===== src/hw/rtl/iialu_pkg.sv =====
package iialu_pkg;

    // Default datapath width and fixed field widths
    localparam int DATA_WIDTH_DEF = 32;
    localparam int VALUE_W        = 32;
    localparam int ACTION_W       = 3;

    // Action codes
    localparam logic [ACTION_W-1:0] ACT_ADD = 3'd0;
    localparam logic [ACTION_W-1:0] ACT_SUB = 3'd1;
    localparam logic [ACTION_W-1:0] ACT_MUL = 3'd2;
    localparam logic [ACTION_W-1:0] ACT_DIV = 3'd3;
    localparam logic [ACTION_W-1:0] ACT_REM = 3'd4;

    // Command transfer
    typedef struct packed {
        logic [ACTION_W-1:0] action;
        logic [VALUE_W-1:0]  operand_a;
        logic [VALUE_W-1:0]  operand_b;
    } cmd_t;

    // Response transfer
    typedef struct packed {
        logic [VALUE_W-1:0] result_value;
        logic               result_is_zero;
        logic               divide_by_zero;
    } rsp_t;

    // Sequencer to datapath strobes
    typedef struct packed {
        logic load;
        logic step;
        logic capture;
    } dp_ctrl_t;

    // Sequencer states
    typedef enum logic [1:0] {
        ST_IDLE,
        ST_BUSY,
        ST_DONE
    } state_t;

endpackage


===== src/hw/rtl/bitwise_iterative_integer_alu.sv =====
// A command is loaded in idle, stepped DATA_WIDTH times in the busy state, then captured
// into the output register in the done state; no new command is taken before that capture.
// The step counter runs one multiplier, quotient or sum bit per cycle.
// A finished result waits in the output register while the next command is taken.
// Reset (rst_n low, asynchronous) returns the sequencer to idle and drops rsp_valid.
module bitwise_iterative_integer_alu #(
    parameter int DATA_WIDTH = iialu_pkg::DATA_WIDTH_DEF
) (
    input  logic            clk,
    input  logic            rst_n,
    input  logic            cmd_valid,
    output logic            cmd_stall,
    input  iialu_pkg::cmd_t cmd,
    output logic            rsp_valid,
    input  logic            rsp_stall,
    output iialu_pkg::rsp_t rsp
);
    import iialu_pkg::*;

    dp_ctrl_t ctrl;

    // Sequencer
    iialu_ctrl #(
        .DATA_WIDTH (DATA_WIDTH)
    ) u_ctrl (
        .clk       (clk),
        .rst_n     (rst_n),
        .cmd_valid (cmd_valid),
        .cmd_stall (cmd_stall),
        .rsp_valid (rsp_valid),
        .rsp_stall (rsp_stall),
        .ctrl      (ctrl)
    );

    // Bit-serial datapath
    iialu_dp #(
        .DATA_WIDTH (DATA_WIDTH)
    ) u_dp (
        .clk  (clk),
        .ctrl (ctrl),
        .cmd  (cmd),
        .rsp  (rsp)
    );

endmodule


===== src/hw/rtl/iialu_ctrl.sv =====
module iialu_ctrl #(
    parameter int DATA_WIDTH = iialu_pkg::DATA_WIDTH_DEF
) (
    input  logic                clk,
    input  logic                rst_n,
    input  logic                cmd_valid,
    output logic                cmd_stall,
    output logic                rsp_valid,
    input  logic                rsp_stall,
    output iialu_pkg::dp_ctrl_t ctrl
);
    import iialu_pkg::*;

    localparam int CNT_W = $clog2(DATA_WIDTH);
    localparam logic [CNT_W-1:0] LAST = CNT_W'(DATA_WIDTH - 1);

    state_t           state_reg, state_next;
    logic [CNT_W-1:0] cnt_reg, cnt_next;
    logic             rsp_valid_reg, rsp_valid_next;

    // Next state
    always_comb
    begin
        state_next = state_reg;
        unique case (state_reg)
            ST_IDLE:
            begin
                if (cmd_valid)
                    state_next = ST_BUSY;
            end
            ST_BUSY:
            begin
                if (cnt_reg == LAST)
                    state_next = ST_DONE;
            end
            ST_DONE:
            begin
                if (!rsp_valid_reg || !rsp_stall)
                    state_next = ST_IDLE;
            end
            default: state_next = ST_IDLE;
        endcase
    end

    // Outputs: strobes and stall
    always_comb
    begin
        cmd_stall    = 1'b1;
        ctrl.load    = 1'b0;
        ctrl.step    = 1'b0;
        ctrl.capture = 1'b0;
        unique case (state_reg)
            ST_IDLE:
            begin
                cmd_stall = 1'b0;
                ctrl.load = cmd_valid;
            end
            ST_BUSY: ctrl.step = 1'b1;
            ST_DONE: ctrl.capture = !rsp_valid_reg || !rsp_stall;
            default: cmd_stall = 1'b1;
        endcase
    end

    // Step counter
    always_comb
    begin
        cnt_next = cnt_reg;
        if (ctrl.load)
            cnt_next = '0;
        else if (ctrl.step)
            cnt_next = cnt_reg + CNT_W'(1);
    end

    // Response valid: set on capture, held while stalled
    assign rsp_valid_next = ctrl.capture || (rsp_valid_reg && rsp_stall);
    assign rsp_valid      = rsp_valid_reg;

    always_ff @(posedge clk or negedge rst_n)
    begin
        if (!rst_n)
        begin
            state_reg     <= ST_IDLE;
            cnt_reg       <= '0;
            rsp_valid_reg <= 1'b0;
        end
        else
        begin
            state_reg     <= state_next;
            cnt_reg       <= cnt_next;
            rsp_valid_reg <= rsp_valid_next;
        end
    end

    // A load starts a fresh pass of steps
    a_load_starts: assert property (@(posedge clk) disable iff (!rst_n)
        ctrl.load |=> (state_reg == ST_BUSY) && (cnt_reg == '0))
        else $error("load did not start the step sequence");

    // The pass ends after exactly DATA_WIDTH steps
    a_pass_ends: assert property (@(posedge clk) disable iff (!rst_n)
        (state_reg == ST_BUSY) && (cnt_reg == LAST) |=> state_reg == ST_DONE)
        else $error("step sequence overran");

    // A capture always presents a response next cycle
    a_capture_valid: assert property (@(posedge clk) disable iff (!rst_n)
        ctrl.capture |=> rsp_valid_reg && (state_reg == ST_IDLE))
        else $error("captured result not presented");

endmodule


===== src/hw/rtl/iialu_dp.sv =====
module iialu_dp #(
    parameter int DATA_WIDTH = iialu_pkg::DATA_WIDTH_DEF
) (
    input  logic                clk,
    input  iialu_pkg::dp_ctrl_t ctrl,
    input  iialu_pkg::cmd_t     cmd,
    output iialu_pkg::rsp_t     rsp
);
    import iialu_pkg::*;

    localparam int W    = DATA_WIDTH;
    localparam int MAXW = (W > VALUE_W) ? W : VALUE_W;

    logic [ACTION_W-1:0] op_reg;
    logic [W-1:0]        a_reg, a_next;
    logic [W-1:0]        b_reg, b_next;
    logic [W-1:0]        res_reg, res_next;
    logic                carry_reg, carry_next;
    rsp_t                rsp_reg;

    logic [MAXW-1:0] ext_a, ext_b, ext_val;
    logic            is_sub, b_bit, sum_bit;
    logic [W-1:0]    mul_sum;
    logic [W+1:0]    trial;
    logic            borrow;
    logic            dbz;
    logic [W-1:0]    fin_val;

    // Operands fitted to the datapath width
    assign ext_a = MAXW'(cmd.operand_a);
    assign ext_b = MAXW'(cmd.operand_b);

    // Serial adder: one sum bit per step, LSB first
    assign is_sub  = (op_reg == ACT_SUB);
    assign b_bit   = b_reg[0] ^ is_sub;
    assign sum_bit = a_reg[0] ^ b_bit ^ carry_reg;

    // Shift-add partial sum
    assign mul_sum = res_reg + a_reg;

    // Restoring division trial subtract on partial remainder
    assign trial  = {1'b0, res_reg, a_reg[W-1]} - {2'b00, b_reg};
    assign borrow = trial[W+1];

    // One step of the selected operation
    always_comb
    begin
        a_next     = a_reg;
        b_next     = b_reg;
        res_next   = res_reg;
        carry_next = carry_reg;
        unique case (op_reg)
            ACT_ADD, ACT_SUB:
            begin
                a_next     = {1'b0, a_reg[W-1:1]};
                b_next     = {1'b0, b_reg[W-1:1]};
                res_next   = {sum_bit, res_reg[W-1:1]};
                carry_next = (a_reg[0] & b_bit) | (carry_reg & (a_reg[0] ^ b_bit));
            end
            ACT_MUL:
            begin
                if (b_reg[0])
                    res_next = mul_sum;
                a_next = {a_reg[W-2:0], 1'b0};
                b_next = {1'b0, b_reg[W-1:1]};
            end
            ACT_DIV, ACT_REM:
            begin
                if (!borrow)
                begin
                    res_next = trial[W-1:0];
                    a_next   = {a_reg[W-2:0], 1'b1};
                end
                else
                begin
                    res_next = {res_reg[W-2:0], a_reg[W-1]};
                    a_next   = {a_reg[W-2:0], 1'b0};
                end
            end
            default: res_next = res_reg;
        endcase
    end

    // Final result select
    assign dbz = ((op_reg == ACT_DIV) || (op_reg == ACT_REM)) && (b_reg == '0);

    always_comb
    begin
        fin_val = '0;
        priority if (dbz)
            fin_val = '0;
        else if (op_reg == ACT_DIV)
            fin_val = a_reg;
        else if ((op_reg == ACT_ADD) || (op_reg == ACT_SUB) || (op_reg == ACT_MUL) ||
                 (op_reg == ACT_REM))
            fin_val = res_reg;
        else
            fin_val = '0;
    end

    assign ext_val = MAXW'(fin_val);

    // Working registers
    always_ff @(posedge clk)
    begin
        if (ctrl.load)
        begin
            op_reg    <= cmd.action;
            a_reg     <= ext_a[W-1:0];
            b_reg     <= ext_b[W-1:0];
            res_reg   <= '0;
            carry_reg <= (cmd.action == ACT_SUB);
        end
        else if (ctrl.step)
        begin
            a_reg     <= a_next;
            b_reg     <= b_next;
            res_reg   <= res_next;
            carry_reg <= carry_next;
        end
    end

    // Output register
    always_ff @(posedge clk)
    begin
        if (ctrl.capture)
        begin
            rsp_reg.result_value   <= ext_val[VALUE_W-1:0];
            rsp_reg.result_is_zero <= (fin_val == '0);
            rsp_reg.divide_by_zero <= dbz;
        end
    end

    assign rsp = rsp_reg;

endmodule

===== config.mk =====
export PLATFORM = sky130hd
export DESIGN_NAME = bitwise_iterative_integer_alu
export DESIGN_NICKNAME = d
export VERILOG_FILES = /design/src/hw/rtl/iialu_pkg.sv /design/src/hw/rtl/bitwise_iterative_integer_alu.sv /design/src/hw/rtl/iialu_ctrl.sv /design/src/hw/rtl/iialu_dp.sv
export SDC_FILE = /design/constraint.sdc
export NUM_CORES = 1
export LEC_CHECK = 0
export ABC_AREA = 0
export BUFFER_PORTS_ARGS = -buffer_cell sky130_fd_sc_hd__buf_2
export CAP_MARGIN = 20
export CORE_MARGIN = 2
export CORE_UTILIZATION = 45
export DETAILED_ROUTE_END_ITERATION = 16
export PLACE_DENSITY = 0.71
export SETUP_SLACK_MARGIN = 0.1
export SYNTH_ARGS = -nofsm -noshare
export SYNTH_HDL_FRONTEND = slang
export SYNTH_SLANG_ARGS = --single-unit

===== constraint.sdc =====
create_clock -name clk -period 5.8 [get_ports clk]
set_input_delay 1.16 -clock clk [delete_from_list [all_inputs] [get_ports clk]]
set_output_delay 1.16 -clock clk [all_outputs]
set_load 0.05 [all_outputs]

==> results by group <==
Clocking
  • CTS buffer count: 17
  • Setup Fix Bufs, Post-CTS: 0
  • Later-pin clock latency in the skew report: 430 ps
  • TritonCTS clock tree: done
  • CTS Root Cell: clkbuf_16
  • Htree depth: 4
  • # hold bufs at CTS: 0
  • PostCTS Resize Cnt: 0
  • Max Buffers Root-to-Sink: 2
  • Clock-pin slew on the worst setup and hold paths: 60 ps
  • Clock Sinks: 142

Cells and area
  • Fin area: 12040 sq um
  • Share of cells above drive strength 1: 0.1348
  • Fillers: 2266
  • N_diodes: 0
  • Layout Nets: 1484
  • Final core occ: 0.5174
  • Area delta synth->final: 13.58%
  • Multi-input gate area: 6210 sq um
  • Largest register FFs: 34
  • Sequential cell area: 3904 sq um

Floorplan
  • Starting Density: 0.4555
  • Num ports: 107
  • Die Width: 157.5 um
  • Die area: 24790 sq um
  • Row count: 56
  • Core box area: 23260 sq um
  • Die Y: 157.5 um

Power and ir drop
  • Pwr per Cell Area: 659.2 nW/um^2
  • Leak: 4.748 nW
  • Peak VDD IR: 0.2498 mV
  • Power Total: 0.007934 W

Setup path
  • Critical-path cell list: nand2_1 -> buf_4 -> nor2_1 -> a21oi_1 -> buf_4 -> nor3_1 -> or2_2 -> nor3_1 -> or4_1 -> nor3_1
  • Crit path launch type: register
  • Worst Path Required: 6060 ps
  • Setup Crit Path Kind: register to register
  • Crit-path max cell delay: 730 ps
  • Worst setup EP type: register
  • Crit path DAT: 4420 ps
  • CP max-delay cell: nor3_1
  • Worst-path maximum fanout: 45
  • CP most frequent cell: nor3_1

Synth
  • Number of synthesized flops with an enable pin: 102
  • Share of the synthesized area in the top cell type: 0.2891
  • Synth async-reset ratio: 0.05634
  • Cells after Synth: 1281
  • FF+latch count, synth: 142
  • Synthesized area: 10600 sq um
  • Post-synthesis net count: 1420
  • Synth Flop Type: edfxtp_1
  • Seq/Total Area, Yosys: 0.3684
  • Synth area leaders: edfxtp_1, ha_1, dfxtp_1
  • Leading area contributor after synthesis: edfxtp_1
  • Synth warn: 0
  • Synth cell types: 75
  • Syn Area/Cell: 8.272 sq um

Route
  • DRT iter0 DRCs: 839
  • ANT nets after route: 0
  • WL per Instance: 20.36 um
  • Post-DR vias/cell: 6.240
  • Remaining DRCs: 0
  • Final wirelength: 34.14 mm
  • Drt first pass iters: 6
  • Routed vias: 10470

STA
  • Fin. Hold Viols: 0
  • Max Clock Skew: 9.714 ps
  • Final setup vio count: 0
  • Worst setup margin: 1648 ps
  • Worst-Margin Slew: 980.7 ps
  • Max Freq: 0.2408 GHz
  • Tcrit/Tclk final: 0.7159
  • Slew Viols, Final: 0
  • Setup TNS: 0 ps
  • Worst slew margin: 0.3462
  • Final worst path period need: 4152 ps
  • RSZ-0062 raised after global routing: no

GRT
  • First-pass GRT wire length: 52.83 mm
  • GRT Util Overall: 0.2750
  • Vias in the first global route: 9795
  • GR Overflow Total: 0
  • Antenna violations before repair: 0
  • Largest net degree at the start of global routing: 94

Placed design
  • IO Port Bufs: 106
  • Placement Setup Slack: 1836 ps
  • Routability cong.: 0.9547
  • DPL Wire Length: 25.08 mm
  • DP Area: 11400 sq um

Hold path
  • Worst Hold Class: register to register

Outcome
  • Outcome: completed

Run
  • Max cap viols: 0
## final cells by class
| class | instances | share of cell area |
|---|---|---|
| tap | 319 | 0.03316 |
| sequential | 142 | 0.3244 |
| clock buffer | 19 | 0.03680 |
| multi-input combinational | 1000 | 0.5160 |
| clock inverter | 13 | 0.01570 |
| inverter | 60 | 0.01871 |
| timing repair buffer | 124 | 0.05531 |
## cell families (layout without fill, tap and decap cells)
group | Yosys count | count (layout) | synth area share
AOI/OAI and AO/OA | 419 | 419 | 0.2475
and+or+nand+nor | 460 | 460 | 0.2062
xor gates and xnor gates | 47 | 47 | 0.03885
DFF | 142 | 142 | 0.3684
buffers and inverters | 139 | 216 | 0.05054
muxes | 6 | 6 | 0.006140
adders and majority gates | 68 | 68 | 0.08242
## synthesized netlist by cell type, drive strengths merged (9+ instances only)
cell and instances:
clkbuf 68, a21oi 102, buf 11, a31oi 61
a221oi 17, nand2b 12, inv 60, o21ai 113
xnor2 29, a211oi 21, edfxtp 102, a21o 18
nand4 13, dfxtp 32, ha 65, nor4 29
xor2 18, nor3 70, or3 10, o211ai 15
o31ai 13, and3 9, nand2 153, nor2 106
nand3 19
## placed cells by master, fill, tap and decap left out, types with 6 or more instances in the layout
cell type    n
nand2_1    151
o21ai_0    106
nor2_1     106
buf_2      106
edfxtp_1   102
a21oi_1     99
nor3_1      69
ha_1        65
a31oi_1     60
inv_1       59
dfxtp_1     32
xnor2_1     29
nor4_1      28
a211oi_1    21
nand3_1     19
a21o_1      18
xor2_1      18
buf_4       18
a221oi_1    17
clkbuf_16   17
o211ai_1    15
nand4_1     13
nand2b_1    12
o31ai_1     12
and3_1       9
or2_2        8
or3_1        8
o21bai_1     8
dfrtp_1      8
o21a_1       7
o22ai_1      6
## worst max-delay path: cells and delay by family, from the launching register on
family | cells | cell delay (ps)
AO/OA/AOI/OAI | 1 | 90
buffers and inverters | 2 | 500
AND/OR/NAND/NOR | 7 | 2840
flip-flops | 1 | 510
## path summary, 6_finish.rpt
| check | startpoint | to | slack [ps] | cells past startpoint |
|---|---|---|---|---|
| max in group asynchronous | rst_n | u_ctrl.state_reg[0] | 5060 | 1 |
| min reg2reg | u_ctrl.cnt_reg[3] | u_ctrl.cnt_reg[3] | 490 | 1 |
| max | u_dp.op_reg[0] | u_dp.rsp[1] | 1650 | 10 |
| min in group asynchronous | rst_n | u_ctrl.cnt_reg[0] | 560 | 1 |
| max reg2reg | u_dp.op_reg[0] | u_dp.rsp[1] | 1650 | 10 |
| min | u_ctrl.cnt_reg[3] | u_ctrl.cnt_reg[3] | 490 | 1 |
## layer usage
metal / wire length [um] / vias up / GRT usage
li1: - / 4922 / -
met1: 14630 / 5055 / 0.3567
met2: 16500 / 395 / 0.4670
met3: 1910 / 93 / 0.03855
met4: 1100 / 0 / 0.1004
met5: 0 / - / 0
## power breakdown
group / leakage, nW / internal [W] / total (W) / switching (W)
registers: 1.35 / 0.00153 / 0.00210 / 0.000573
clock network: 0.304 / 0.000735 / 0.00120 / 0.000467
logic: 3.10 / 0.00184 / 0.00463 / 0.00279
## through the flow
step | instances | hold slack, ps
finish | 1677 | 488.2
CTS | 1677 | 495.6
global placement | 1645 | 472.6
global route | 1677 | 522.1
floorplan | 1281 | 449.4
detailed placement | 1645 | 482.7
Note: power is estimated with default switching activity, not from simulation.
